File: src/cou_pkg.sv
// Shared types, fixed-point constants and helpers for the camera orientation block.
// Used by cou_div, cou_isqrt and camera_orientation_update; depends on nothing.

package cou_pkg;

  localparam int WORD_WIDTH   = 32;
  localparam int FRAC         = 30;
  localparam int ANG_W        = 36;
  localparam int CORDIC_STEPS = 30;
  localparam int DIV_W        = 64;
  localparam int RAD_W        = 64;
  localparam int IN_TDATA_W   = ((4 * WORD_WIDTH + 1 + 7) / 8) * 8;
  localparam int OUT_TDATA_W  = 9 * WORD_WIDTH;

  typedef logic signed [WORD_WIDTH-1:0] word_t;
  typedef logic signed [ANG_W-1:0]      ang_t;

  localparam logic signed [63:0] WMAX = (64'sd1 <<< (WORD_WIDTH - 1)) - 64'sd1;
  localparam logic signed [63:0] WMIN = -WMAX - 64'sd1;
  localparam word_t ONE_W = word_t'(64'sd1 <<< FRAC);

  // Angles in Q.30 carried in ANG_W bits
  localparam ang_t PI_A      = 36'sd3373259426;
  localparam ang_t TWO_PI_A  = 36'sd6746518852;
  localparam ang_t HALF_PI_A = 36'sd1686629713;
  localparam ang_t CORDIC_K  = 36'sd652032874;

  // Clamp a wide signed value to the word range
  function automatic word_t sat_w(input logic signed [63:0] v);
    word_t r;
    if (v > WMAX) begin
      r = word_t'(WMAX);
    end else if (v < WMIN) begin
      r = word_t'(WMIN);
    end else begin
      r = word_t'(v);
    end
    return r;
  endfunction

  // Q2.30 product: floor shift then clamp
  function automatic word_t mulq(input logic signed [63:0] p);
    return sat_w(p >>> FRAC);
  endfunction

  // CORDIC arctangent steps, Q.30
  function automatic ang_t atan_at(input logic [4:0] i);
    ang_t r;
    case (i)
      5'd0:    r = 36'sd843314857;
      5'd1:    r = 36'sd497837829;
      5'd2:    r = 36'sd263043837;
      5'd3:    r = 36'sd133525159;
      5'd4:    r = 36'sd67021687;
      5'd5:    r = 36'sd33543516;
      5'd6:    r = 36'sd16775851;
      5'd7:    r = 36'sd8388437;
      5'd8:    r = 36'sd4194283;
      5'd9:    r = 36'sd2097149;
      5'd10:   r = 36'sd1048576;
      5'd11:   r = 36'sd524288;
      5'd12:   r = 36'sd262144;
      5'd13:   r = 36'sd131072;
      5'd14:   r = 36'sd65536;
      5'd15:   r = 36'sd32768;
      5'd16:   r = 36'sd16384;
      5'd17:   r = 36'sd8192;
      5'd18:   r = 36'sd4096;
      5'd19:   r = 36'sd2048;
      5'd20:   r = 36'sd1024;
      5'd21:   r = 36'sd512;
      5'd22:   r = 36'sd256;
      5'd23:   r = 36'sd128;
      5'd24:   r = 36'sd64;
      5'd25:   r = 36'sd32;
      5'd26:   r = 36'sd16;
      5'd27:   r = 36'sd8;
      5'd28:   r = 36'sd4;
      5'd29:   r = 36'sd2;
      default: r = '0;
    endcase
    return r;
  endfunction

endpackage

File: src/cou_div.sv
// Bit-serial restoring divider, one quotient bit per cycle, unsigned operands.
// Depends on cou_pkg for widths; quotient must fit in a word.

module cou_div (
  input  logic                           clk,
  input  logic                           rst,
  input  logic                           start,
  input  logic [cou_pkg::DIV_W-1:0]      dividend,
  input  logic [cou_pkg::WORD_WIDTH-1:0] divisor,
  output logic                           done,
  output logic [cou_pkg::WORD_WIDTH-1:0] quotient
);

  localparam int W     = cou_pkg::WORD_WIDTH;
  localparam int DW    = cou_pkg::DIV_W;
  localparam int CNT_W = $clog2(DW);

  logic             busy;
  logic [CNT_W-1:0] cnt;
  logic [DW-1:0]    quo;
  logic [W-1:0]     rem;
  logic [W-1:0]     den;
  logic [W:0]       trial;
  logic [W:0]       diff;
  logic             fits;

  // Trial subtract of the next dividend bit
  assign trial    = {rem, quo[DW-1]};
  assign diff     = trial - {1'b0, den};
  assign fits     = trial >= {1'b0, den};
  assign quotient = quo[W-1:0];

  // Sequence control
  always_ff @(posedge clk) begin
    if (rst) begin
      busy <= 1'b0;
      done <= 1'b0;
      cnt  <= '0;
    end else begin
      done <= 1'b0;
      if (start) begin
        busy <= 1'b1;
        cnt  <= '0;
      end else if (busy) begin
        cnt <= cnt + 1'b1;
        if (cnt == CNT_W'(DW - 1)) begin
          busy <= 1'b0;
          done <= 1'b1;
        end
      end
    end
  end

  // Shift the dividend out and the quotient in
  always_ff @(posedge clk) begin
    if (start) begin
      quo <= dividend;
      rem <= '0;
      den <= divisor;
    end else if (busy) begin
      quo <= {quo[DW-2:0], fits};
      rem <= fits ? diff[W-1:0] : trial[W-1:0];
    end
  end

endmodule

File: config.mk
export PLATFORM = sky130hd
export DESIGN_NAME = cou_div
export DESIGN_NICKNAME = d
export VERILOG_FILES = /design/src/cou_pkg.sv /design/src/cou_div.sv
export SDC_FILE = /design/constraint.sdc
export NUM_CORES = 1
export LEC_CHECK = 0
export ABC_CLOCK_PERIOD_IN_PS = 3500
export BUFFER_PORTS_ARGS = -buffer_cell sky130_fd_sc_hd__buf_4
export CAP_MARGIN = 10
export CORE_AREA = 2 2 121 123
export CTS_CLUSTER_SIZE = 12
export DETAILED_ROUTE_END_ITERATION = 8
export DIE_AREA = 0 0 123 125
export PLACE_DENSITY = 0.79
export SLEW_MARGIN = 20
export SYNTH_ARGS = -nofsm -noshare
export SYNTH_HDL_FRONTEND = slang
export SYNTH_SLANG_ARGS = --single-unit
File: constraint.sdc
create_clock -name clk -period 3.5 [get_ports clk]
set_input_delay 0.7 -clock clk [delete_from_list [all_inputs] [get_ports clk]]
set_output_delay 0.7 -clock clk [all_outputs]
set_load 0.03 [all_outputs]
== Yosys cells after proc, flatten, opt, wreduce, memory -nomap -nowiden ==
Cells that the tools add are included.
Word-level totals
  register bits after elaboration: 136
  output and inout bits: 33
  input bits: 99
Operators by class
  multiplexer cells: 7
  equal/unequal tests: 1
  bitwise logic cells: 1
  add/sub/neg operators: 2
  reduce and logical (&&, ||, !) cells: 3
  magnitude comparators: 1
Operators with widths (number)
  64-bit two-way mux: 2
  33-bit by 32-bit greater-or-equal comparator with 1-bit output: 1
  32-bit two-way mux: 1
  32-bit subtractor: 1
  6-bit by 1-bit adder with 6-bit output, second input constant: 1
  6-bit == test, second input constant: 1
  1-bit two-way mux: 4
  3-bit OR reduction: 1
  2-bit nonzero test: 1
  2-bit OR reduction: 1
  1-bit inverter: 1

== Depth between registers and ports, before layout ==
Gate-level depths: netlist of run 1.
  depth in word-level cells: 4
  mapped depth: 13
  depth with buffers taken out: 11

== Least setup slack after synthesis of run 1 ==
OpenSTA, ideal clock, no wires.
  kind: in2reg
  start point: in start
  end point: reg quo[0] (enable)
  arrival: 2.413 ns
  stages on the path: 4
  path slack: 0.669 ns
  required time: 3.082 ns
  path through: clkbuf_1 > nor2_1 > clkbuf_1 > inv_1
Between the ends
  word-level cells in the longest chain between the ends: 1
Ends and longest elaborated chain
  start: declaration: line cou_div.sv:7  | input logic start,
  2-bit nonzero test (no source line)
  end signal: assignment: line cou_div.sv:57  | quo <= dividend;
  end signal: assignment: line cou_div.sv:61  | quo <= {quo[DW-2:0], fits};
  end: declaration: line cou_div.sv:20  | logic [DW-1:0] quo;
Every way passes these cells.
A chain may end at the register's enable or synchronous reset.

== Final worst setup path of run 1 ==
  start point: reg quo[63]
  end point: reg rem[30]
Between the ends
  word-level cells in the longest chain between the ends: 2
  elaborated cells between the ends (all ways): 3
  classes of those cells: add/sub (1); order compare (1); mux (1)
Ends and longest elaborated chain
  32-bit subtractor / 33-bit by 32-bit greater-or-equal comparator with 1-bit output (equally long branches): line cou_div.sv:29, cou_div.sv:30
  32-bit two-way mux *: line cou_div.sv:62  | rem <= fits ? diff[W-1:0] : trial[W-1:0];
  end signal: assignment: line cou_div.sv:62
  end: declaration: line cou_div.sv:21  | logic [W-1:0] rem;
Mark *: on every way between the ends. The rest lies on a longest branch, timed or not.

==> key figures, run 1 <==
Outcome
  • Status: finished, final reports clean

STA
  • Max Fclk: 0.3349 GHz
  • Max_slew headroom: 56.29%
  • Crit share post-route: 85.32%
  • Setup-failing EPs final: 0
  • Minimum clock period: 2.986 ns
  • Fin. max-slew vios: 0
  • Clock skew: 0.01087 ns
  • Unrepaired setup endpoints after global routing: false
  • Final WS setup: 0.5138 ns
  • Worst-Margin Slew: 0.6557 ns
  • Setup_tns: 0 ns
  • Final Hold Fails: 0

CTS
  • Post-CTS Setup Bufs: 0
  • CTS Hold Bufs: 0
  • Clock-pin slew of the registers on the worst-case setup and hold paths: 0.07 ns
  • CTS H-tree lvls: 4
  • Clock root cell: clkbuf_16
  • CTS Buffer Depth: 2
  • Clock latency on the worst-skew pair: 0.43 ns
  • Post-CTS resize count: 0
  • TritonCTS clock tree: yes
  • CTS Buf Count: 17
  • CTS sink cnt: 136

Yosys
  • Synth Instances: 738
  • Post-synth EDFFs: 96
  • Main synth FF type: edfxtp_1
  • Syn. warnings: 0
  • Post-synthesis cell type count: 70
  • Seq/Total Area, Yosys: 47.09%
  • Register bit total from synthesis: 136
  • Synth async-reset ratio: 0%
  • Post-Syn Area: 0.007823 mm2
  • Syn Area/Cell: 10.60 um2
  • Post-Syn Nets: 871

Cells and area
  • Most common cell after layout, fill and taps aside: buf_4
  • Layout cell share with drive strength beyond 1: 30.26%
  • Area Growth Syn to Fin: 18.81%
  • Area of the multi-input gates: 0.003505 mm2
  • Register Area: 0.003684 mm2
  • Fillers: 1103
  • N_diodes: 0
  • Post-layout nets: 956
  • Most frequent cells in the layout: buf_4, edfxtp_1, mux2_2

Floorplan
  • Die Width: 123 um
  • Num rows: 44
  • Core area: 0.01420 mm2
  • Die Y: 125 um
  • # IOs: 132
  • Die footprint: 0.01538 mm2
  • Initial core utilization: 55.07%

Setup path
  • Critical Path Start Type: flip-flop
  • Setup crit end kind: flip-flop
  • Worst Path Required: 3.80 ns
  • R2R cell count: 12
  • CP max FO: 2
  • Crit Path Category: flip-flop to flip-flop
  • CP arrival: 3.29 ns

Placement
  • Post-DP HPWL: 12980 um
  • Place WS: 0.5657 ns
  • RD Place Congestion: 0.9595
  • Port bufs: 131

Global route
  • Gr usage total: 24.75%
  • Grt total ovfl: 0
  • Largest net degree at the start of global routing: 49
  • Number of global-route vias before repair: 5985
  • First-pass GRT wire length: 29700 um
  • Antenna violations before repair: 0

Power
  • Switching portion of total power: 27.38%
  • Sequential fraction of design power: 41.5%
  • Internal Pwr Total: 3406 uW
  • Pwr per Cell Area: 504.7 mW/mm2
  • Logic pwr share: 18.5%
  • Share of power burned in the clock network: 40.1%
  • Worst vdd rail ir drop: 0.3318 mV
  • Static leakage: 0.003845 uW
  • Net Switching: 1284 uW

Route
  • DR iter-0 viols: 608
  • Routed Antenna Nets: 0
  • Wire per inst: 17.98 um
  • Final wirelength: 18340 um
  • TritonRoute pass-1 iters: 5
  • Vias: 6005
  • # DRC: 0
  • Routed vias/inst: 5.887

Min path
  • Worst Hold Path Cells: 1
  • Hold crit path type: primary input to flip-flop

Job
  • Max-cap violations: 0
==> final cells by class <==
| type | instances | share of cell area [%] |
|---|---|---|
| well taps | 184 | 2.477 |
| flip-flops and latches | 136 | 39.63 |
| inverters | 46 | 1.858 |
| clock buffers | 18 | 4.618 |
| clock inverters | 14 | 2.019 |
| multi-input cells | 479 | 37.71 |
| repair buffers | 143 | 11.69 |
==> per-stage QoR <==
stage | instance area, um2 | power (uW) | util (%) | hold slack [ns] | std cells
6_report | 9294 | 4691 | 65.43 | 0.4439 | 1020
5_1_grt | 9294 | 4872 | 65.43 | 0.4239 | 1020
4_1_cts | 9294 | 4711 | 65.43 | 0.4296 | 1020
3_5_place_dp | 8677 | 2834 | 61.09 | 0.4658 | 988
3_3_place_gp | 8677 | 2813 | 61.09 | 0.4587 | 988
2_1_floorplan | 7823 | 2597 | - | 0.4410 | 738
==> critical path, cell delays in order, from the launching register on <==
cell      delay, ns
edfxtp_1       0.37
inv_1          0.05
ha_1           0.22
fa_1           0.41
nand2b_1       0.18
a21oi_1        0.17
nor3_1         0.08
o311ai_0       0.48
buf_4          0.21
a211oi_1       0.07
a211oi_1       0.32
xnor2_1        0.18
o211ai_1       0.11
==> cells by family after synthesis <==
kind of cell	after synthesis	synth area share, %
xor gates and xnor gates	30	3.359
muxes	67	9.597
and+or+nand+nor	182	11.18
AOI/OAI and AO/OA	166	15.13
DFF	136	47.09
buffers and inverters	123	8.109
adders and majority gates	34	5.534
==> power by group through the flow <==
| stage | Sequential [uW] | Combinational (uW) | Clock [uW] |
|---|---|---|---|
| global route | 1960 | 940 | 1970 |
| finish | 1950 | 866 | 1880 |
| floorplan | 1950 | 643 | 0 |
| CTS | 1950 | 861 | 1900 |
| detailed placement | 1980 | 858 | 0 |
| global placement | 1970 | 841 | 0 |
==> final timing paths <==
kind                                  start      end  slack [ns]
worst min register to register      rem[31]  rem[31]        0.47
worst max-delay path                quo[63]  rem[30]        0.51
worst min-delay path            divisor[18]  den[18]        0.44
worst max register to register      quo[63]  rem[30]        0.51
==> per-layer routing <==
layer | track usage, % | wire, um
met1 | 32.32 | 7851
met2 | 39.32 | 8766
met3 | 7.162 | 1227
met4 | 8.690 | 498
met5 | 0 | 0
==> flip-flops by register name, summed over array words and instances (netlist names) <==
name,cells
den,32
cnt,6
done,1
rem,32
busy,1
quo,64
==> synthesized netlist by cell type (3+ instances only) <==
cell | n | area, um2
o211ai_1 | 11 | 82.58
o21a_1 | 4 | 30.03
nand2b_1 | 3 | 18.77
nor4_1 | 4 | 25.02
buf_4 | 36 | 270.3
o21ai_1 | 7 | 35.03
a311oi_1 | 13 | 113.9
xnor2_1 | 20 | 175.2
buf_2 | 11 | 55.05
dfxtp_1 | 40 | 800.8
a21o_1 | 16 | 120.1
a211oi_1 | 4 | 30.03
ha_1 | 33 | 412.9
or3_1 | 9 | 56.30
o311a_1 | 5 | 50.05
o21ai_0 | 29 | 145.1
nand4_1 | 16 | 100.1
nand3_1 | 21 | 105.1
o221ai_1 | 5 | 43.79
o31ai_1 | 3 | 22.52
clkbuf_2 | 4 | 20.02
and2_1 | 3 | 18.77
o41ai_1 | 3 | 26.28
clkbuf_1 | 22 | 82.58
mux2i_1 | 3 | 30.03
inv_1 | 45 | 168.9
a32o_1 | 3 | 30.03
a21oi_1 | 32 | 160.2
nor3_1 | 10 | 50.05
mux2_2 | 64 | 720.7
edfxtp_1 | 96 | 2883
nor2_1 | 55 | 206.5
xor2_1 | 10 | 87.58
nand2_1 | 47 | 176.4
a31oi_1 | 5 | 31.28
or2_2 | 3 | 18.77
No activity file was read; power rests on OpenSTA's default activity.
==> run 2: changes to the inputs <==
ABC_AREA = 1   (was not set)
CORE_AREA = 2 2 124 126   (was 2 2 121 123)
DIE_AREA = 0 0 126 128   (was 0 0 123 125)
PLACE_DENSITY = 0.8   (was 0.79)
==> run 2 against run 1 <==
Final area grew 6.9%. Critical path type unchanged. Die area grew 4.9%. Via count grew 22%. Global-route usage grew 1.2 points. Routed wire length grew 12%. Synthesized cell count grew 57%. First-iteration DRC count shrank 31%.
==> key figures, run 2 <==
Placement
  • Post-DP Area: 0.009344 mm2
  • Post-DP HPWL: 15090 um
  • RD Place Congestion: 0.9836
  • Port bufs: 131
  • Place WS: 0.9436 ns

Yosys
  • Yosys top cell by area: edfxtp_1
  • Syn Area/Cell: 7.294 um2
  • Synth top area share: 34.07%
  • Syn. warnings: 0
  • Commonest cells post-synth: nand2_1, inv_1, edfxtp_1
  • Leading post-synthesis cells by cell area: edfxtp_1, nand2_1, dfxtp_1
  • Register bit total from synthesis: 136
  • Post-Syn Nets: 1293
  • Post-synthesis cell type count: 36
  • Seq/Total Area, Yosys: 43.54%
  • Post-synth EDFFs: 96
  • Main synth FF type: edfxtp_1
  • Post-Syn Area: 0.008461 mm2
  • Top-count cell post-synth: nand2_1
  • Synth async-reset ratio: 0%
  • Synth Instances: 1160

Cells and area
  • Largest register FFs: 64
  • Most common cell after layout, fill and taps aside: nand2_1
  • Finished Cell Area: 0.009931 mm2
  • Area Growth Syn to Fin: 17.38%
  • Most frequent cells in the layout: nand2_1, inv_1, buf_4
  • N_diodes: 0
  • Post-layout nets: 1389
  • Biggest regs: quo x64, den x32, rem x32
  • Reg with most FFs: quo
  • Layout cell share with drive strength beyond 1: 15.60%

Setup path
  • Flop-to-flop setup slack: 0.93 ns
  • Max incr delay on CP: 0.43 ns
  • CP arrival: 2.93 ns
  • Slowest cell on the critical path: nor2_4
  • Crit-path cells: inv_1 > ha_1 > nand2_2 > inv_1 > a21oi_1 > nand2_1 > nand2_1 > nand2_1 > nor2_4 > nand2_4 > nand2_1 > nand3_1 > o21ai_1
  • Most Frequent Cell on Critical Path: nand2_1
  • Worst Path Required: 3.85 ns
  • Critical Path Start Type: flip-flop
  • Crit Path Category: flip-flop to flip-flop
  • Cell family with most CP delay: simple AND/OR/NAND/NOR gates
  • CP bufs+invs: 2
  • Setup crit end kind: flip-flop
  • CP max FO: 32

CTS
  • CTS Buffer Depth: 2
  • CTS Buf Count: 17
  • CTS H-tree lvls: 4
  • TritonCTS clock tree: yes
  • Clock root cell: clkbuf_16
  • Post-CTS Setup Bufs: 0
  • Post-CTS resize count: 0
  • CTS Hold Bufs: 0
  • CTS sink cnt: 136
  • Clock latency on the worst-skew pair: 0.43 ns
  • Clock-pin slew of the registers on the worst-case setup and hold paths: 0.07 ns

Global route
  • Antenna violations before repair: 0
  • Grt total ovfl: 0
  • Largest net degree at the start of global routing: 77
  • Number of global-route vias before repair: 6999
  • Gr usage total: 25.94%
  • First-pass GRT wire length: 33290 um

Min path
  • Hold crit path type: primary input to flip-flop

STA
  • Final hold slack: 0.4467 ns
  • Final WS setup: 0.9264 ns
  • Setup-failing EPs final: 0
  • Worst-Margin Slew: 1.054 ns
  • Final Hold Fails: 0
  • Clock skew: 0.01148 ns
  • Unrepaired setup endpoints after global routing: false
  • Minimum clock period: 2.574 ns
  • Crit share post-route: 73.53%
  • Max Fclk: 0.3886 GHz
  • Setup_tns: 0 ns
  • Max_slew headroom: 29.70%
  • Fin. max-slew vios: 0

Job
  • Max-cap violations: 0

Route
  • Vias: 7323
  • Final wirelength: 20470 um
  • TritonRoute pass-1 iters: 5
  • Routed vias/inst: 5.026
  • DR iter-0 viols: 422
  • # DRC: 0
  • Routed Antenna Nets: 0
  • Wire per inst: 14.05 um

Floorplan
  • Num rows: 45
  • Initial core utilization: 56.92%
  • Die footprint: 0.01613 mm2
  • # IOs: 132
  • Die Y: 128 um
  • Die Width: 126 um
  • Core area: 0.01486 mm2

Power
  • Pwr per Cell Area: 429.4 mW/mm2
  • Sequential fraction of design power: 44.6%
  • Static leakage: 0.005221 uW
  • Share of power burned in the clock network: 42.3%
  • Post-layout power: 4264 uW
  • Net Switching: 1112 uW
  • Internal Pwr Total: 3151 uW
  • Switching portion of total power: 26.09%
  • Logic pwr share: 13.1%
  • Worst vdd rail ir drop: 0.4298 mV

Outcome
  • Status: finished, final reports clean
## run 2: cell count changes after synthesis, sizes merged, moves of 8 or more
| cell | delta |
|---|---|
| a21o | -16 |
| nand4 | -8 |
| a311oi | -14 |
| or3 | -9 |
| xor2 | -9 |
| o211ai | -11 |
| inv | +137 |
| nand2 | +465 |
| mux2 | -64 |
| o21ai | -18 |
| clkbuf | -10 |
| nand3b | +13 |
| nand3 | +60 |
## run 2: path summary, 6_finish.rpt
path                            startpoint       to  cells after the start
worst max-delay path               den[23]   rem[3]                     13
worst min-delay path            divisor[2]   den[2]                      1
worst max register to register     den[23]   rem[3]                     13
worst min register to register     rem[13]  rem[13]                      2
## run 2: power groups by stage
| stage | Clock [uW] | Sequential [uW] | Combinational [uW] |
|---|---|---|---|
| after floorplan | 0 | 1920 | 385 |
| final | 1810 | 1900 | 557 |
| after detailed placement | 0 | 1930 | 557 |
| after global placement | 0 | 1930 | 549 |
| after CTS | 1810 | 1900 | 559 |
| after global routing | 1890 | 1910 | 617 |
## run 2: per-layer routing
metal	GRT usage, %	wire (um)	up-vias
li1	-	-	3771
met1	32.03	8718	3273
met2	43.71	9742	240
met3	8.055	1559	39
met4	8.209	452	0
met5	0	0	-
## run 2: layout make-up
type | instances | area [um2]
Clock buffer | 20 | 446.7
Clock inverter | 12 | 140.1
Tap cell | 188 | 235.2
Fill cell | 1298 | 4933
Multi-Input combinational cell | 780 | 3690
Sequential cell | 136 | 3684
Timing Repair Buffer | 138 | 1049
Inverter | 183 | 686.9
## run 2: per-stage QoR
step,instances,util [%]
floorplan,1160,-
global placement,1425,62.86
detailed placement,1425,62.86
CTS,1457,66.81
global route,1457,66.81
finish,1457,66.81
## run 2: cells by family after synthesis
| family | after synthesis | synth area share [%] |
|---|---|---|
| AND/OR/NAND/NOR | 680 | 33.75 |
| buffers and inverters | 244 | 12.88 |
| flip-flops | 136 | 43.54 |
| AO/OA/AOI/OAI | 52 | 3.268 |
| adder cells (fa/ha/maj) | 34 | 5.117 |
| XOR/XNOR | 14 | 1.449 |
## run 2: worst reg2reg max path, delay by kind of cell, from the launching register on
kind	cells	cell delay [ns]
AO/OA/AOI/OAI	2	0.32
adder cells (fa/ha/maj)	1	0.34
buffers and inverters	2	0.09
flip-flops	1	0.33
AND/OR/NAND/NOR	8	1.42
