[src/cou_pkg.sv]
// Shared types, fixed-point constants and helpers for the camera orientation block.
// Used by cou_div, cou_isqrt and camera_orientation_update; depends on nothing.

package cou_pkg;

  localparam int WORD_WIDTH   = 32;
  localparam int FRAC         = 30;
  localparam int ANG_W        = 36;
  localparam int CORDIC_STEPS = 30;
  localparam int DIV_W        = 64;
  localparam int RAD_W        = 64;
  localparam int IN_TDATA_W   = ((4 * WORD_WIDTH + 1 + 7) / 8) * 8;
  localparam int OUT_TDATA_W  = 9 * WORD_WIDTH;

  typedef logic signed [WORD_WIDTH-1:0] word_t;
  typedef logic signed [ANG_W-1:0]      ang_t;

  localparam logic signed [63:0] WMAX = (64'sd1 <<< (WORD_WIDTH - 1)) - 64'sd1;
  localparam logic signed [63:0] WMIN = -WMAX - 64'sd1;
  localparam word_t ONE_W = word_t'(64'sd1 <<< FRAC);

  // Angles in Q.30 carried in ANG_W bits
  localparam ang_t PI_A      = 36'sd3373259426;
  localparam ang_t TWO_PI_A  = 36'sd6746518852;
  localparam ang_t HALF_PI_A = 36'sd1686629713;
  localparam ang_t CORDIC_K  = 36'sd652032874;

  // Clamp a wide signed value to the word range
  function automatic word_t sat_w(input logic signed [63:0] v);
    word_t r;
    if (v > WMAX) begin
      r = word_t'(WMAX);
    end else if (v < WMIN) begin
      r = word_t'(WMIN);
    end else begin
      r = word_t'(v);
    end
    return r;
  endfunction

  // Q2.30 product: floor shift then clamp
  function automatic word_t mulq(input logic signed [63:0] p);
    return sat_w(p >>> FRAC);
  endfunction

  // CORDIC arctangent steps, Q.30
  function automatic ang_t atan_at(input logic [4:0] i);
    ang_t r;
    case (i)
      5'd0:    r = 36'sd843314857;
      5'd1:    r = 36'sd497837829;
      5'd2:    r = 36'sd263043837;
      5'd3:    r = 36'sd133525159;
      5'd4:    r = 36'sd67021687;
      5'd5:    r = 36'sd33543516;
      5'd6:    r = 36'sd16775851;
      5'd7:    r = 36'sd8388437;
      5'd8:    r = 36'sd4194283;
      5'd9:    r = 36'sd2097149;
      5'd10:   r = 36'sd1048576;
      5'd11:   r = 36'sd524288;
      5'd12:   r = 36'sd262144;
      5'd13:   r = 36'sd131072;
      5'd14:   r = 36'sd65536;
      5'd15:   r = 36'sd32768;
      5'd16:   r = 36'sd16384;
      5'd17:   r = 36'sd8192;
      5'd18:   r = 36'sd4096;
      5'd19:   r = 36'sd2048;
      5'd20:   r = 36'sd1024;
      5'd21:   r = 36'sd512;
      5'd22:   r = 36'sd256;
      5'd23:   r = 36'sd128;
      5'd24:   r = 36'sd64;
      5'd25:   r = 36'sd32;
      5'd26:   r = 36'sd16;
      5'd27:   r = 36'sd8;
      5'd28:   r = 36'sd4;
      5'd29:   r = 36'sd2;
      default: r = '0;
    endcase
    return r;
  endfunction

endpackage

[src/cou_isqrt.sv]
// Digit-by-digit floor integer square root, one result bit per cycle.
// Depends on cou_pkg for widths.

module cou_isqrt (
  input  logic                           clk,
  input  logic                           rst,
  input  logic                           start,
  input  logic [cou_pkg::RAD_W-1:0]      radicand,
  output logic                           done,
  output logic [cou_pkg::WORD_WIDTH-1:0] root
);

  localparam int RW    = cou_pkg::RAD_W;
  localparam int STEPS = RW / 2;
  localparam int CNT_W = $clog2(STEPS);

  logic             busy;
  logic [CNT_W-1:0] cnt;
  logic [RW-1:0]    v;
  logic [RW-1:0]    res;
  logic [RW-1:0]    bitm;
  logic [RW-1:0]    sum;
  logic             ge;

  assign sum  = res + bitm;
  assign ge   = v >= sum;
  assign root = res[cou_pkg::WORD_WIDTH-1:0];

  // Sequence control
  always_ff @(posedge clk) begin
    if (rst) begin
      busy <= 1'b0;
      done <= 1'b0;
      cnt  <= '0;
    end else begin
      done <= 1'b0;
      if (start) begin
        busy <= 1'b1;
        cnt  <= '0;
      end else if (busy) begin
        cnt <= cnt + 1'b1;
        if (cnt == CNT_W'(STEPS - 1)) begin
          busy <= 1'b0;
          done <= 1'b1;
        end
      end
    end
  end

  // Subtract the trial square and shift the probe bit down two places
  always_ff @(posedge clk) begin
    if (start) begin
      v    <= radicand;
      res  <= '0;
      bitm <= RW'(1) << (RW - 2);
    end else if (busy) begin
      v    <= ge ? v - sum : v;
      res  <= ge ? (res >> 1) + bitm : (res >> 1);
      bitm <= bitm >> 2;
    end
  end

endmodule

[config.mk]
export PLATFORM = sky130hd
export DESIGN_NAME = cou_isqrt
export DESIGN_NICKNAME = d
export VERILOG_FILES = /design/src/cou_pkg.sv /design/src/cou_isqrt.sv
export SDC_FILE = /design/constraint.sdc
export NUM_CORES = 1
export LEC_CHECK = 0
export BUFFER_PORTS_ARGS = -buffer_cell sky130_fd_sc_hd__buf_2
export CAP_MARGIN = 0
export CELL_PAD_IN_SITES_DETAIL_PLACEMENT = 1
export CELL_PAD_IN_SITES_GLOBAL_PLACEMENT = 1
export CORE_MARGIN = 2
export CORE_UTILIZATION = 40
export DETAILED_ROUTE_END_ITERATION = 12
export HOLD_SLACK_MARGIN = 0.12
export PLACE_DENSITY_LB_ADDON = 0.1
export REMOVE_ABC_BUFFERS = 1
export SYNTH_ARGS = -nofsm -noshare
export SYNTH_HDL_FRONTEND = slang
export SYNTH_SLANG_ARGS = --single-unit
export TNS_END_PERCENT = 30
[constraint.sdc]
create_clock -name clk -period 12.9 [get_ports clk]
set_clock_uncertainty 0.05 [all_clocks]
set_input_delay 0.645 -clock clk [delete_from_list [all_inputs] [get_ports clk]]
set_output_delay 0.645 -clock clk [all_outputs]
set_load 0.02 [all_outputs]
# [Word-level counts from Yosys, hierarchy flattened]
# Index checks and enable logic that the tools add are counted.
[word_totals] output_inout_bits=33 register_bits=167 wordCells=26 inputBits=67
[classes] n_addsub=4 mux=8 order_cmp=1 n_bitwise=1 n_eq_ne=1 n_reduce_logical=5
[ops] operator="two-way mux 64 bit" count=4
[ops] operator="adder 63 x 63 -> 64 bit" count=1
[ops] operator="adder 64 x 63 -> 64 bit" count=1
[ops] operator="greater-or-equal comparator 64 bit" count=1
[ops] operator="subtractor 64 bit" count=1
[ops] operator="adder 5 x 1 -> 5 bit (second input constant)" count=1
[ops] operator="equality test 5 bit (second input constant)" count=1
[ops] operator="two-way mux 1 bit" count=4
[ops] operator="nonzero test 2 bit" count=2
[ops] operator="OR reduction 3 bit" count=1
[ops] operator="AND reduction 2 bit" count=1
[ops] operator="OR reduction 2 bit" count=1
[ops] operator="NOT 1 bit" count=1

# [Longest topological paths before layout]
# Gate-level depths: netlist of the first run.
[logic_depth] depth_word=5 ltp_mapped=25 ltp_nobuf=22

# [Least setup slack after synthesis of the first run]
# Ideal clock, no wire load.
[synth_timing] kind="flip-flop to flip-flop" from="reg res[2]" to="reg v[0], enable pin" stages_incl_launch_ff=22 synth_period_minus_slack_ns=9.733 t_required_ns=12.276 setup_time_ns=0.574 path_buffers=3 setup_slack_ns=3.167 arrival_ns=9.109 path_cell_list="dfxtp_1 -> ha_1 -> a31o_1 -> a31oi_1 -> o21ai_1 -> a21bo_2 -> a21o_1 -> a31oi_1 -> o21ai_0 -> xnor2_1 -> ha_1 -> clkbuf_1 -> nand4_1 -> or2_0 -> or4_1 -> o21ai_0 -> nand2_1 -> a31oi_1 -> o22ai_2 -> buf_2 -> clkbuf_1 -> o21ai_0"
[synth_via] elab_chain_len=4
[synth_rtl] element="from (decl)" line_no="cou_isqrt.sv:20" text="logic [RW-1:0] res;"
[synth_rtl] element="from (signal assigned)" line_no="cou_isqrt.sv:58" text="res <= ge ? (res >> 1) + bitm : (res >> 1);"
[synth_rtl] element="adder 64 x 63 -> 64 bit" line_no="cou_isqrt.sv:25" text="assign sum = res + bitm;"
[synth_rtl] element="greater-or-equal comparator 64 bit" line_no="cou_isqrt.sv:26" text="assign ge = v >= sum;"
[synth_rtl] element="nonzero test 2 bit (no line)"
[synth_rtl] element="AND reduction 2 bit (no line)"
[synth_rtl] element="to (signal assigned)" line_no="cou_isqrt.sv:53" text="v <= radicand;"
[synth_rtl] element="to (signal assigned)" line_no="cou_isqrt.sv:57" text="v <= ge ? v - sum : v;"
[synth_rtl] element="to (decl)" line_no="cou_isqrt.sv:19" text="logic [RW-1:0] v;"
# No other way between the ends.
# A chain may end at the register's enable or synchronous reset.

# [Final worst setup path of the first run]
[layout_timing] from="reg res[2]" to="reg v[55], enable pin"
# The elaborated chain is that of the path after synthesis.

==> summary.md, run 1 <==
| Metric | Value |
|---|---|
| Setup TNS | `0 ns` |
| Synth Flop Type | `sky130_fd_sc_hd__dfxtp_1` |
| Worst path slowest cell | `sky130_fd_sc_hd__buf_4` |
| Combinational Power Share | `57.9%` |
| Half-perimeter wire length after detailed placement | `37.0 mm` |
| Via count | `14300` |
| First-pass GRT wire length | `77.5 mm` |
| Max cap viols | `0` |
| Register-to-register setup slack | `5.59 ns` |
| Cell-by-cell listing of the critical path | `ha_1 > a31o_1 > a31oi_1 > o21ai_1 > a21bo_2 > a21o_1 > a31oi_1 > o21ai_0 > xnor2_1 > ha_1 > nand4_1 > or2_0 > or4_1 > o21ai_0 > nand2_1 > a31oi_1 > o22ai_4 > buf_4 > o21ai_4 > buf_4` |
| Relative slew slack | `34.2%` |
| Gp weighted congestion | `0.878` |
| #FFs+latches synth | `167` |
| Overall power after layout | `0.00326 W` |
| Vias in the first global route | `14300` |
| Wire length per cell | `19.8 µm` |
| Top area cells in the synthesized netlist | `sky130_fd_sc_hd__dfxtp_1 (14%), sky130_fd_sc_hd__edfxtp_1 (13%), sky130_fd_sc_hd__ha_1 (11%), sky130_fd_sc_hd__o21ai_0 (5.6%), sky130_fd_sc_hd__nand2_1 (5.5%)` |
| Count of boundary I/O pins | `100` |
| Fmax | `0.137 GHz` |
| Number of antenna violations at the first check in global routing | `1` |
| Worst flop-to-flop path endpoint | `v[55]$_DFFE_PP_` |
| Synth Instances | `1948` |
| Die height | `199 µm` |
| RSZ-0062 raised after global routing | `no` |
| Status | `complete, no violations` |
| Max Transition Viols Final | `0` |
| Final cycle utilization of the critical path | `56.7%` |
| CTS root buffer | `sky130_fd_sc_hd__clkbuf_16` |
| Number of buffers inserted for hold repair after clock tree synthesis | `0` |
| Post-synth ARST share | `0%` |
| Number of clock buffers inserted by TritonCTS | `17` |
| Sequential fraction of the synthesis area | `26.2%` |
| Leading cell type by number of instances after synthesis | `sky130_fd_sc_hd__nand2_1` |
| Yosys Warn Count | `0` |
| Cell Area, Synth | `15200 µm²` |
| Clock-pin slew on the worst setup and hold paths | `0.07 ns` |
| Kind of critical path | `reg -> reg` |
| Count of placed standard cells in the final layout, fillers left out | `2462` |
| Hold Path Cell Cnt | `2` |
| Total Routed Length | `48.8 mm` |
| Sequential cell area in the final layout | `3990 µm²` |
| Number of buffers inserted by port buffering | `99` |
| Footprint of the multi-input gates | `10400 µm²` |
| Starting Density | `40.5%` |
| Post-synth top area cell | `sky130_fd_sc_hd__dfxtp_1` |
| Power dissipated by switching net loads | `0.00156 W` |
| Type of origin of the critical path | `flop` |
| LEAKAGE | `6.11 nW` |
| Worst min-delay path class | `in -> reg` |
| Post-CTS Repair Setup Buffers | `0` |
| TritonCTS clock tree | `yes` |
| DR pass1 iterations | `4` |
| Crit. End Element | `flop` |
| Synth top cells by count | `sky130_fd_sc_hd__nand2_1 (223), sky130_fd_sc_hd__nor2_1 (218), sky130_fd_sc_hd__o21ai_0 (171)` |
| Residual overflow from global routing | `0` |
| Number of setup violations in the final report | `0` |
| Placeable Area | `37500 µm²` |
| Largest fanout of any net on the critical path | `67` |
| Placed insts | `2430` |
| Arrival time of the worst setup path | `7.38 ns` |
| R2R depth | `20` |
| Actual transition at the worst max-transition pin | `0.987 ns` |
| Largest stage delay on the critical path | `0.77 ns` |
| Reg-to-Reg Start | `res[2]$_SDFFE_PP0P_` |
| Floorplan die area | `39500 µm²` |
| Clock network fraction of total power | `16.0%` |
| Number of enable-type register cells in the synthesized netlist | `64` |
| Hold Path Origin | `rst` |
| Time the final worst path needs with I/O delays and setup | `7.31 ns` |
| Count of unresolved DRC violations after routing | `0` |
| Worst skew pair latency | `0.50 ns` |
| 1st-iter DRT viols | `713` |
| Maximum VDD drop | `0.122 mV` |
| Area fraction of the dominant cell type after synthesis | `13.6%` |
| Cell variety after synth | `78` |
| Post-DR vias/cell | `5.81` |
| Instance area after placement | `15700 µm²` |
| Cells resized by post-CTS repair | `0` |
| Average size of a mapped cell | `7.80 µm²` |
| Nets | `2138` |
| Pin count of the biggest net entering global routing | `93` |
| Endpoint required time on the critical path | `12.97 ns` |
| Bufs on Longest Clock Path | `2` |
| Switching part of the total power | `47.9%` |
| Cell internal pwr | `0.00170 W` |
| Global routing usage summed across all routing layers | `25.1%` |
| Endpoint, Worst Hold | `busy$_SDFF_PP0_` |
| Fraction of final layout cells with drive strength greater than 1 | `9.17%` |
| Number of sinks handled by clock tree synthesis | `167` |
| X dimension of the die | `199 µm` |
| P&R area growth vs syn | `7.37%` |
| Number of H-tree levels | `4` |
| Sequential power share | `26.0%` |
| Core Rows | `71` |
| Final hold vios | `0` |
| Pwr Density | `200 nW/µm²` |
| Detail Route Antenna Nets | `0` |
| Most frequent CP cell | `sky130_fd_sc_hd__a31oi_1` |
| Filler cell count in the final layout | `4665` |
| Diodes inserted | `0` |
| Non-Filler Cell Area, Final | `16300 µm²` |
## worst max-delay path, delay by kind of cell, from the launching register on
family | cells | cell delay [ns]
compound gates | 11 | 2.97
xor+xnor | 1 | 0.17
fa+ha+maj | 2 | 0.78
buf+inv | 2 | 1.09
flops | 1 | 0.43
simple gates | 4 | 1.34
## worst max-delay path by stage
| stage | from | to | slack (ns) |
|---|---|---|---|
| after floorplan | res[2]$_SDFFE_PP0P_ | v[0]$_DFFE_PP_ | 1.90 |
| after global placement | bitm[0]$_SDFFE_PP0P_ | v[59]$_DFFE_PP_ | 5.69 |
| after detailed placement | bitm[0]$_SDFFE_PP0P_ | v[59]$_DFFE_PP_ | 5.54 |
| after CTS | bitm[0]$_SDFFE_PP0P_ | v[40]$_DFFE_PP_ | 5.52 |
| after global routing | res[2]$_SDFFE_PP0P_ | v[55]$_DFFE_PP_ | 5.18 |
| final | res[2]$_SDFFE_PP0P_ | v[55]$_DFFE_PP_ | 5.59 |
## through the flow
| stage | hold slack, ns | setup WS, ns | util (%) |
|---|---|---|---|
| finish | 0.257 | 5.59 | 43.5 |
| global route | 0.238 | 5.18 | 43.5 |
| floorplan | 0.417 | 1.90 | - |
| detailed placement | 0.445 | 5.54 | 42.0 |
| global placement | 0.429 | 5.69 | 42.0 |
| CTS | 0.223 | 5.52 | 43.5 |
## layout make-up
cell class                      instances  share of cell area (%)
Clock buffer                           18                    2.76
Multi-Input combinational cell       1604                    63.8
Clock inverter                         14                   0.675
Tap cell                              511                    3.92
Sequential cell                       167                    24.5
Timing Repair Buffer                  108                    3.49
Inverter                               40                   0.921
## layer usage
layer | GRT usage, % | vias to the layer above | share of wire [%]
li1 | - | 7117 | -
met1 | 35.6 | 6974 | 51
met2 | 39.3 | 184 | 44
met3 | 3.92 | 33 | 3.1
met4 | 7.35 | 0 | 1.5
met5 | 0 | - | 0
## state kept, by name, indices dropped and copies added (netlist names)
name  count
busy      1
cnt       5
bitm     32
done      1
v        64
res      64
## kinds of logic after synthesis
logic type	count (synthesis)	synth area share (%)
mux	54	3.60
compound gates	606	25.4
flops	167	26.2
buf+inv	177	5.41
simple gates	665	19.9
fa+ha+maj	133	11.0
xor+xnor	146	8.42
## power by group through the flow
stage / Clock, W / Sequential (W) / Combinational (W)
after global placement: 0 / 0.000855 / 0.00184
after global routing: 0.000558 / 0.000866 / 0.00211
after detailed placement: 0 / 0.000852 / 0.00188
final: 0.000523 / 0.000849 / 0.00189
after CTS: 0.000539 / 0.000848 / 0.00189
after floorplan: 0 / 0.000834 / 0.00137
## placed cells by master (no fill, tap or decap), drive strengths merged, types with 5 or more instances in the layout
cell / instances
nand2: 223
mux2: 5
clkinv: 6
a221oi: 13
o22ai: 9
nand4: 39
xnor2: 85
or3: 19
nor3: 34
a31oi: 55
a21oi: 139
or2: 7
ha: 132
inv: 47
mux2i: 49
and3: 11
nand2b: 18
and4: 7
o21bai: 24
o211ai: 9
nand3: 30
edfxtp: 64
o21ai: 172
o41ai: 5
and2: 11
dfxtp: 103
o21a: 22
nand3b: 6
buf: 108
nor2b: 19
clkbuf: 18
nor2: 218
a211oi: 38
a21o: 24
a31o: 16
xor2: 61
a311oi: 22
nor4: 12
o31ai: 13
a21boi: 8
(Power assumes the default switching activity.)
==> run 2, diff against run 1 <==
==> constraint.sdc (replaced) <==
create_clock -name clk -period 6.6 [get_ports clk]
set_clock_uncertainty 0.05 [all_clocks]
set_input_delay 0.33 -clock clk [delete_from_list [all_inputs] [get_ports clk]]
set_output_delay 0.33 -clock clk [all_outputs]
set_load 0.02 [all_outputs]
==> run 2 against run 1 <==
Cell count is 3.1% higher. Combinational power up 100%. Utilization increased by 2.2 points. Sequential share of layout area decreased by 1.2 points. Count of clock-buffer cells in the layout shrank 1. Worst hold slack got worse by 0.017 ns. Largest power group unchanged. Non-clock buffer count increased by 77. First-iteration DRC count is 25% higher. Cell area grew 5.1%. Wire length grew 1.3%. Global-route usage grew 0.30 points. Die area did not move. Critical endpoint is now v[60]$_DFFE_PP_.
==> summary.md, run 2 (synthesis results as in run 1) <==
| Metric | Value |
|---|---|
| Worst min-delay path class | `in -> reg (unchanged)` |
| Fraction of final layout cells with drive strength greater than 1 | `9.86% (was 9.17%)` |
| Kind of critical path | `reg -> reg (unchanged)` |
| Post-DR vias/cell | `5.76 (was 5.81)` |
| Number of sinks handled by clock tree synthesis | `167 (unchanged)` |
| P&R area growth vs syn | `12.9% (was 7.37%)` |
| Detail Route Antenna Nets | `0 (unchanged)` |
| Met2 track demand over resource | `40.2% (was 39.3%)` |
| Filler cell count in the final layout | `4585 (was 4665)` |
| Maximum VDD drop | `0.196 mV (was 0.122 mV)` |
| Nets | `2215 (was 2138)` |
| First-pass GRT wire length | `78.8 mm (was 77.5 mm)` |
| CTS root buffer | `sky130_fd_sc_hd__clkbuf_16 (unchanged)` |
| Residual overflow from global routing | `0 (unchanged)` |
| Time the final worst path needs with I/O delays and setup | `6.24 ns (was 7.31 ns)` |
| Die height | `199 µm (unchanged)` |
| LEAKAGE | `6.48 nW (was 6.11 nW)` |
| Floorplan die area | `39500 µm² (unchanged)` |
| Pin count of the biggest net entering global routing | `80 (was 93)` |
| Pwr Density | `383 nW/µm² (was 200 nW/µm²)` |
| Number of clock buffers inserted by TritonCTS | `17 (unchanged)` |
| Half-perimeter wire length after detailed placement | `37.2 mm (was 37.0 mm)` |
| Worst slack at placement | `-0.259 ns (was 5.54 ns)` |
| Fmax | `0.160 GHz (was 0.137 GHz)` |
| Wire length per cell | `19.5 µm (was 19.8 µm)` |
| Met3 Track Usage GR | `3.85% (was 3.92%)` |
| Placeable Area | `37500 µm² (unchanged)` |
| Largest fanout of any net on the critical path | `27 (was 67)` |
| Worst path setup slack after routing | `0.356 ns (was 5.59 ns)` |
| Count of unresolved DRC violations after routing | `0 (unchanged)` |
| Max Transition Viols Final | `0 (unchanged)` |
| Setup TNS | `0 ns (unchanged)` |
| Relative slew slack | `37.7% (was 34.2%)` |
| Diodes inserted | `0 (unchanged)` |
| Hold_ws | `0.240 ns (was 0.257 ns)` |
| Final cycle utilization of the critical path | `94.6% (was 56.7%)` |
| Final hold vios | `0 (unchanged)` |
| Via count | `14600 (was 14300)` |
| GR Util met1 | `35.9% (was 35.6%)` |
| Largest registers ranked by flip-flop count | `res x64, v x64, bitm x32 (unchanged)` |
| Number of setup violations in the final report | `0 (unchanged)` |
| Number of H-tree levels | `4 (unchanged)` |
| Arrival time of the worst setup path | `6.38 ns (was 7.38 ns)` |
| Non-Filler Cell Area, Final | `17100 µm² (was 16300 µm²)` |
| Clock-pin slew on the worst setup and hold paths | `0.08 ns (was 0.07 ns)` |
| DR pass1 iterations | `5 (was 4)` |
| Endpoint required time on the critical path | `6.73 ns (was 12.97 ns)` |
| RSZ-0062 raised after global routing | `no (unchanged)` |
| Gr busiest metal | `met2 (unchanged)` |
| Most common library cell in the layout ignoring fill and taps | `sky130_fd_sc_hd__nand2_1 (unchanged)` |
| 1st-iter DRT viols | `890 (was 713)` |
| Bufs on Longest Clock Path | `2 (unchanged)` |
| Type of origin of the critical path | `flop (unchanged)` |
| Gp weighted congestion | `0.869 (was 0.878)` |
| Total Routed Length | `49.4 mm (was 48.8 mm)` |
| Number of buffers inserted by port buffering | `99 (unchanged)` |
| Register-to-register setup slack | `0.36 ns (was 5.59 ns)` |
| Status | `complete, no violations (unchanged)` |
| Vias in the first global route | `14600 (was 14300)` |
| Starting Density | `40.5% (unchanged)` |
| X dimension of the die | `199 µm (unchanged)` |
| Crit. End Element | `flop (unchanged)` |
| Most used cells in the layout excluding fill and tap cells | `sky130_fd_sc_hd__nand2_1 (223), sky130_fd_sc_hd__nor2_1 (218), sky130_fd_sc_hd__o21ai_0 (168) (was sky130_fd_sc_hd__nand2_1 (223), sky130_fd_sc_hd__nor2_1 (218), sky130_fd_sc_hd__o21ai_0 (170))` |
| Count of boundary I/O pins | `100 (unchanged)` |
| Util after Layout | `45.7% (was 43.5%)` |
| Core Rows | `71 (unchanged)` |
| Max cap viols | `0 (unchanged)` |
| Global routing usage summed across all routing layers | `25.4% (was 25.1%)` |
| Worst skew pair latency | `0.49 ns (was 0.50 ns)` |
| Actual transition at the worst max-transition pin | `0.925 ns (was 0.987 ns)` |
| TritonCTS clock tree | `yes (unchanged)` |
| Instance area after placement | `15900 µm² (was 15700 µm²)` |
| Number of antenna violations at the first check in global routing | `0 (was 1)` |
[run 2: layout make-up]
class,instances,area (µm²),area share [%]
sequential,167,3990,23.3
clock buffer,17,425,2.48
timing repair buffer,185,1360,7.90
inverter,40,150,0.876
clock inverter,15,160,0.934
tap,511,639,3.73
multi-input combinational,1604,10400,60.8
[run 2: metrics by stage]
stage / power [W] / std cells
after detailed placement: 0.00542 / 2443
after CTS: 0.00656 / 2536
after global routing: 0.00711 / 2539
after global placement: 0.00535 / 2443
final: 0.00657 / 2539
after floorplan: 0.00431 / 1811
[run 2: path summary, 6_finish.rpt]
path / from / endpoint / cells after the start
worst min-delay path: radicand[58] / v[58]$_DFFE_PP_ / 3
worst min register to register: cnt[4]$_SDFFE_PP0P_ / cnt[4]$_SDFFE_PP0P_ / 2
worst max register to register: res[2]$_SDFFE_PP0P_ / v[60]$_DFFE_PP_ / 20
worst max-delay path: res[2]$_SDFFE_PP0P_ / v[60]$_DFFE_PP_ / 20
[run 2: worst max-delay path, stage by stage (launching register included)]
cell	delay, ns
sky130_fd_sc_hd__dfxtp_1	0.43
sky130_fd_sc_hd__ha_1	0.30
sky130_fd_sc_hd__a31o_1	0.26
sky130_fd_sc_hd__a31oi_2	0.31
sky130_fd_sc_hd__o21ai_2	0.17
sky130_fd_sc_hd__a21bo_2	0.28
sky130_fd_sc_hd__a21o_1	0.21
sky130_fd_sc_hd__a31oi_2	0.32
sky130_fd_sc_hd__o21ai_0	0.17
sky130_fd_sc_hd__xnor2_1	0.17
sky130_fd_sc_hd__ha_1	0.46
sky130_fd_sc_hd__nand4_1	0.15
sky130_fd_sc_hd__or2_1	0.39
sky130_fd_sc_hd__or4_4	0.59
sky130_fd_sc_hd__o21ai_1	0.27
sky130_fd_sc_hd__nand2_1	0.09
sky130_fd_sc_hd__a31oi_1	0.33
sky130_fd_sc_hd__o22ai_4	0.25
sky130_fd_sc_hd__buf_4	0.21
sky130_fd_sc_hd__o21ai_4	0.22
sky130_fd_sc_hd__clkbuf_16	0.29
[run 2: what timing repair did]
item / CTS / global route
pin swaps: 0 / 1
cloned: 0 / 1
hold endpoints to repair: 67 / 0
gates resized for setup: 3 / 5
buffers inserted: 0 / 2
setup endpoints to repair: 123 / 123
hold buffers: 61 / 0
[run 2: where the power goes]
group / switching [W] / internal (W) / leakage [nW] / total, W
clock: 0.000502 / 0.000565 / 0.296 / 0.00107
sequential: 0.000243 / 0.00142 / 1.48 / 0.00166
combinational: 0.00233 / 0.00151 / 4.70 / 0.00384
[run 2: routing by layer]
layer | vias up | wire, µm
met2 | 206 | 21900
li1 | 7264 | -
met5 | - | 0
met1 | 7113 | 25200
met3 | 43 | 1590
met4 | 0 | 704
==> run 3, diff against run 2 <==
--- a/config.mk
+++ b/config.mk
@@ -10,7 +10,7 @@
 export CELL_PAD_IN_SITES_DETAIL_PLACEMENT = 1
 export CELL_PAD_IN_SITES_GLOBAL_PLACEMENT = 1
 export CORE_MARGIN = 2
-export CORE_UTILIZATION = 40
+export CORE_UTILIZATION = 25
 export DETAILED_ROUTE_END_ITERATION = 12
 export HOLD_SLACK_MARGIN = 0.12
 export PLACE_DENSITY_LB_ADDON = 0.1
==> run 3 against run 2 <==
Clock power about the same. Cell count up 11%. Sequential share of layout area decreased by 0.59 points. Largest cell class unchanged. Largest power group unchanged.
==> summary.md, run 3 (synthesis results as in run 1) <==
| Metric | Value |
|---|---|
| TritonCTS clock tree | `yes (unchanged)` |
| Hold Path Origin | `radicand[7] (was radicand[58])` |
| Instance area after placement | `16400 µm² (was 15900 µm²)` |
| Largest fanout of any net on the critical path | `8 (was 27)` |
| Half-perimeter wire length after detailed placement | `43.3 mm (was 37.2 mm)` |
| Die height | `250 µm (was 199 µm)` |
| Final cycle utilization of the critical path | `93.7% (was 94.6%)` |
| R2R depth | `24 (was 20)` |
| Placeable Area | `60200 µm² (was 37500 µm²)` |
| Number of setup violations in the final report | `0 (unchanged)` |
| Reg-to-Reg Start | `res[2]$_SDFFE_PP0P_ (unchanged)` |
| Pin count of the biggest net entering global routing | `92 (was 80)` |
| Gp weighted congestion | `0.851 (was 0.869)` |
| Actual transition at the worst max-transition pin | `0.972 ns (was 0.925 ns)` |
| Count of unresolved DRC violations after routing | `0 (unchanged)` |
| Fmax | `0.162 GHz (was 0.160 GHz)` |
| Total Routed Length | `55.9 mm (was 49.4 mm)` |
| Bufs on Longest Clock Path | `2 (unchanged)` |
| Time the final worst path needs with I/O delays and setup | `6.19 ns (was 6.24 ns)` |
| Post-DR vias/cell | `5.14 (was 5.76)` |
| Residual overflow from global routing | `0 (unchanged)` |
| Global routing usage summed across all routing layers | `18.1% (was 25.4%)` |
| Non-Filler Cell Area, Final | `17600 µm² (was 17100 µm²)` |
| Number of antenna violations at the first check in global routing | `1 (was 0)` |
| Type of origin of the critical path | `flop (unchanged)` |
| Most common library cell in the layout ignoring fill and taps | `sky130_fd_sc_hd__nand2_1 (unchanged)` |
| Worst path slowest cell | `sky130_fd_sc_hd__or4_1 (was sky130_fd_sc_hd__or4_4)` |
| Detail Route Antenna Nets | `0 (unchanged)` |
| Vias in the first global route | `15000 (was 14600)` |
| Floorplan die area | `62700 µm² (was 39500 µm²)` |
| Cell class contributing the biggest share of worst-path delay | `compound AO/OA/AOI/OAI gates (unchanged)` |
| Number of clock buffers inserted by TritonCTS | `17 (unchanged)` |
| Number of H-tree levels | `4 (unchanged)` |
| Cell-by-cell listing of the critical path | `ha_1 > a31o_1 > a31oi_2 > o21ai_2 > a21boi_0 > o21ai_0 > a21oi_2 > nor2_1 > nor2_1 > xor2_1 > ha_1 > nand3_1 > nor3b_2 > nand4_1 > o211a_1 > or4_1 > a31oi_1 > buf_4 > o22ai_4 > buf_12 > buf_4 > or3b_1 > a311o_1 > o31ai_1 (was ha_1 > a31o_1 > a31oi_2 > o21ai_2 > a21bo_2 > a21o_1 > a31oi_2 > o21ai_0 > xnor2_1 > ha_1 > nand4_1 > or2_1 > or4_4 > o21ai_1 > nand2_1 > a31oi_1 > o22ai_4 > buf_4 > o21ai_4 > clkbuf_16)` |
| 1st-iter DRT viols | `694 (was 890)` |
| Max Transition Viols Final | `0 (unchanged)` |
| CTS root buffer | `sky130_fd_sc_hd__clkbuf_16 (unchanged)` |
| Status | `complete, no violations (unchanged)` |
| Final hold vios | `0 (unchanged)` |
| Max cap viols | `0 (unchanged)` |
| Hold Path Cell Cnt | `3 (unchanged)` |
| Via count | `14500 (was 14600)` |
| Core Rows | `90 (was 71)` |
| Maximum VDD drop | `0.232 mV (was 0.196 mV)` |
| Worst skew pair latency | `0.50 ns (was 0.49 ns)` |
| P&R area growth vs syn | `15.8% (was 12.9%)` |
| Relative slew slack | `35.2% (was 37.7%)` |
| Nets | `2228 (was 2215)` |
| Pwr Density | `390 nW/µm² (was 383 nW/µm²)` |
| Crit. End Element | `flop (unchanged)` |
| LEAKAGE | `6.54 nW (was 6.48 nW)` |
| Largest stage delay on the critical path | `0.52 ns (was 0.59 ns)` |
| Worst flop-to-flop path endpoint | `res[60]$_SDFFE_PP0P_ (was v[60]$_DFFE_PP_)` |
| Kind of critical path | `reg -> reg (unchanged)` |
| Overall power after layout | `0.00685 W (was 0.00657 W)` |
| Filler cell count in the final layout | `7156 (was 4585)` |
| Endpoint, Worst Hold | `v[7]$_DFFE_PP_ (was v[58]$_DFFE_PP_)` |
| RSZ-0062 raised after global routing | `no (unchanged)` |
| X dimension of the die | `250 µm (was 199 µm)` |
| Register-to-register setup slack | `0.41 ns (was 0.36 ns)` |
| First-pass GRT wire length | `88.4 mm (was 78.8 mm)` |
| Count of boundary I/O pins | `100 (unchanged)` |
| Fraction of final layout cells with drive strength greater than 1 | `10.5% (was 9.86%)` |
| Number of sinks handled by clock tree synthesis | `167 (unchanged)` |
| Endpoint required time on the critical path | `6.96 ns (was 6.73 ns)` |
| Most used cells in the layout excluding fill and tap cells | `sky130_fd_sc_hd__nand2_1 (223), sky130_fd_sc_hd__nor2_1 (218), sky130_fd_sc_hd__o21ai_0 (168) (unchanged)` |
| Arrival time of the worst setup path | `6.55 ns (was 6.38 ns)` |
| Wire length per cell | `19.8 µm (was 19.5 µm)` |
| Number of buffers inserted by port buffering | `99 (unchanged)` |
| Clock-pin slew on the worst setup and hold paths | `0.07 ns (was 0.08 ns)` |
| Worst Path Buf+Inv | `3 (was 2)` |
| Worst min-delay path class | `in -> reg (unchanged)` |
| DR pass1 iterations | `4 (was 5)` |
| Largest registers ranked by flip-flop count | `res x64, v x64, bitm x32 (unchanged)` |
| Starting Density | `25.2% (was 40.5%)` |
## run 3: changes by cell type in the layout (fill, tap and decap cells not counted), moves of 2 or more
cell / change
sky130_fd_sc_hd__dlygate4sd3_1: -5
sky130_fd_sc_hd__diode_2: +3
sky130_fd_sc_hd__clkbuf_1: +3
sky130_fd_sc_hd__clkbuf_8: +2
sky130_fd_sc_hd__buf_12: +4
sky130_fd_sc_hd__clkinvlp_4: +2
sky130_fd_sc_hd__buf_4: +15
sky130_fd_sc_hd__clkinv_2: -2
sky130_fd_sc_hd__inv_6: -4
## run 3: routing by layer
metal	share of wire (%)	up-vias	global-route usage [%]	wire length, µm
li1	-	7289	-	-
met1	53	7039	26.7	29600
met2	43	162	27.6	24200
met3	2.4	38	2.47	1320
met4	1.4	0	4.57	801
met5	0	-	0	0
## run 3: tightest hold or removal path: cells and delay by family
family,cells,cell delay (ns)
compound gates,1,0.09
buf+inv,1,0.08
simple gates,1,0.08
## run 3: area by class of cell
class	instances	area [µm²]	share of cell area, %
multi-input cells	1604	10400	59.3
flip-flops and latches	167	3990	22.7
diodes	3	7.51	0.0427
inverters	40	150	0.854
clock inverters	10	90.1	0.512
clock buffers	22	475	2.70
well taps	782	978	5.56
repair buffers	198	1480	8.39
## run 3: where the power goes
| group | switching, W | internal (W) |
|---|---|---|
| clock network | 0.000502 | 0.000552 |
| registers | 0.000244 | 0.00142 |
| logic | 0.00245 | 0.00169 |
## run 3: repair_timing
| action | in CTS | in global routing |
|---|---|---|
| hold buffers | 56 | 0 |
| hold endpoints to repair | 62 | 0 |
| gates resized for setup | 0 | 8 |
| setup endpoints to repair | 0 | 103 |
| buffers inserted | 0 | 4 |
## run 3: per-stage QoR
stage | cells | util (%) | TNS (ns) | worst slack [ns] | hold WS, ns
after floorplan | 1811 | - | -304.54 | -4.40 | 0.349
after global placement | 2731 | 27.2 | 0 | 0.211 | 0.429
after detailed placement | 2731 | 27.2 | 0 | 0.0584 | 0.446
after CTS | 2819 | 29.1 | 0 | 0.0190 | 0.121
after global routing | 2823 | 29.2 | 0 | 0.0764 | 0.121
final | 2826 | 29.2 | 0 | 0.413 | 0.135
## run 3: worst max path at each step
stage                             start                    to  slack (ns)  cells after the start
finish              res[2]$_SDFFE_PP0P_  res[60]$_SDFFE_PP0P_        0.41                     24
detailed placement  res[2]$_SDFFE_PP0P_   res[9]$_SDFFE_PP0P_        0.06                     23
CTS                 res[2]$_SDFFE_PP0P_   res[9]$_SDFFE_PP0P_        0.02                     23
global placement    res[2]$_SDFFE_PP0P_  res[29]$_SDFFE_PP0P_        0.21                     25
global route        res[0]$_SDFFE_PP0P_  res[60]$_SDFFE_PP0P_        0.08                     26
floorplan           res[2]$_SDFFE_PP0P_        v[0]$_DFFE_PP_       -4.40                     19
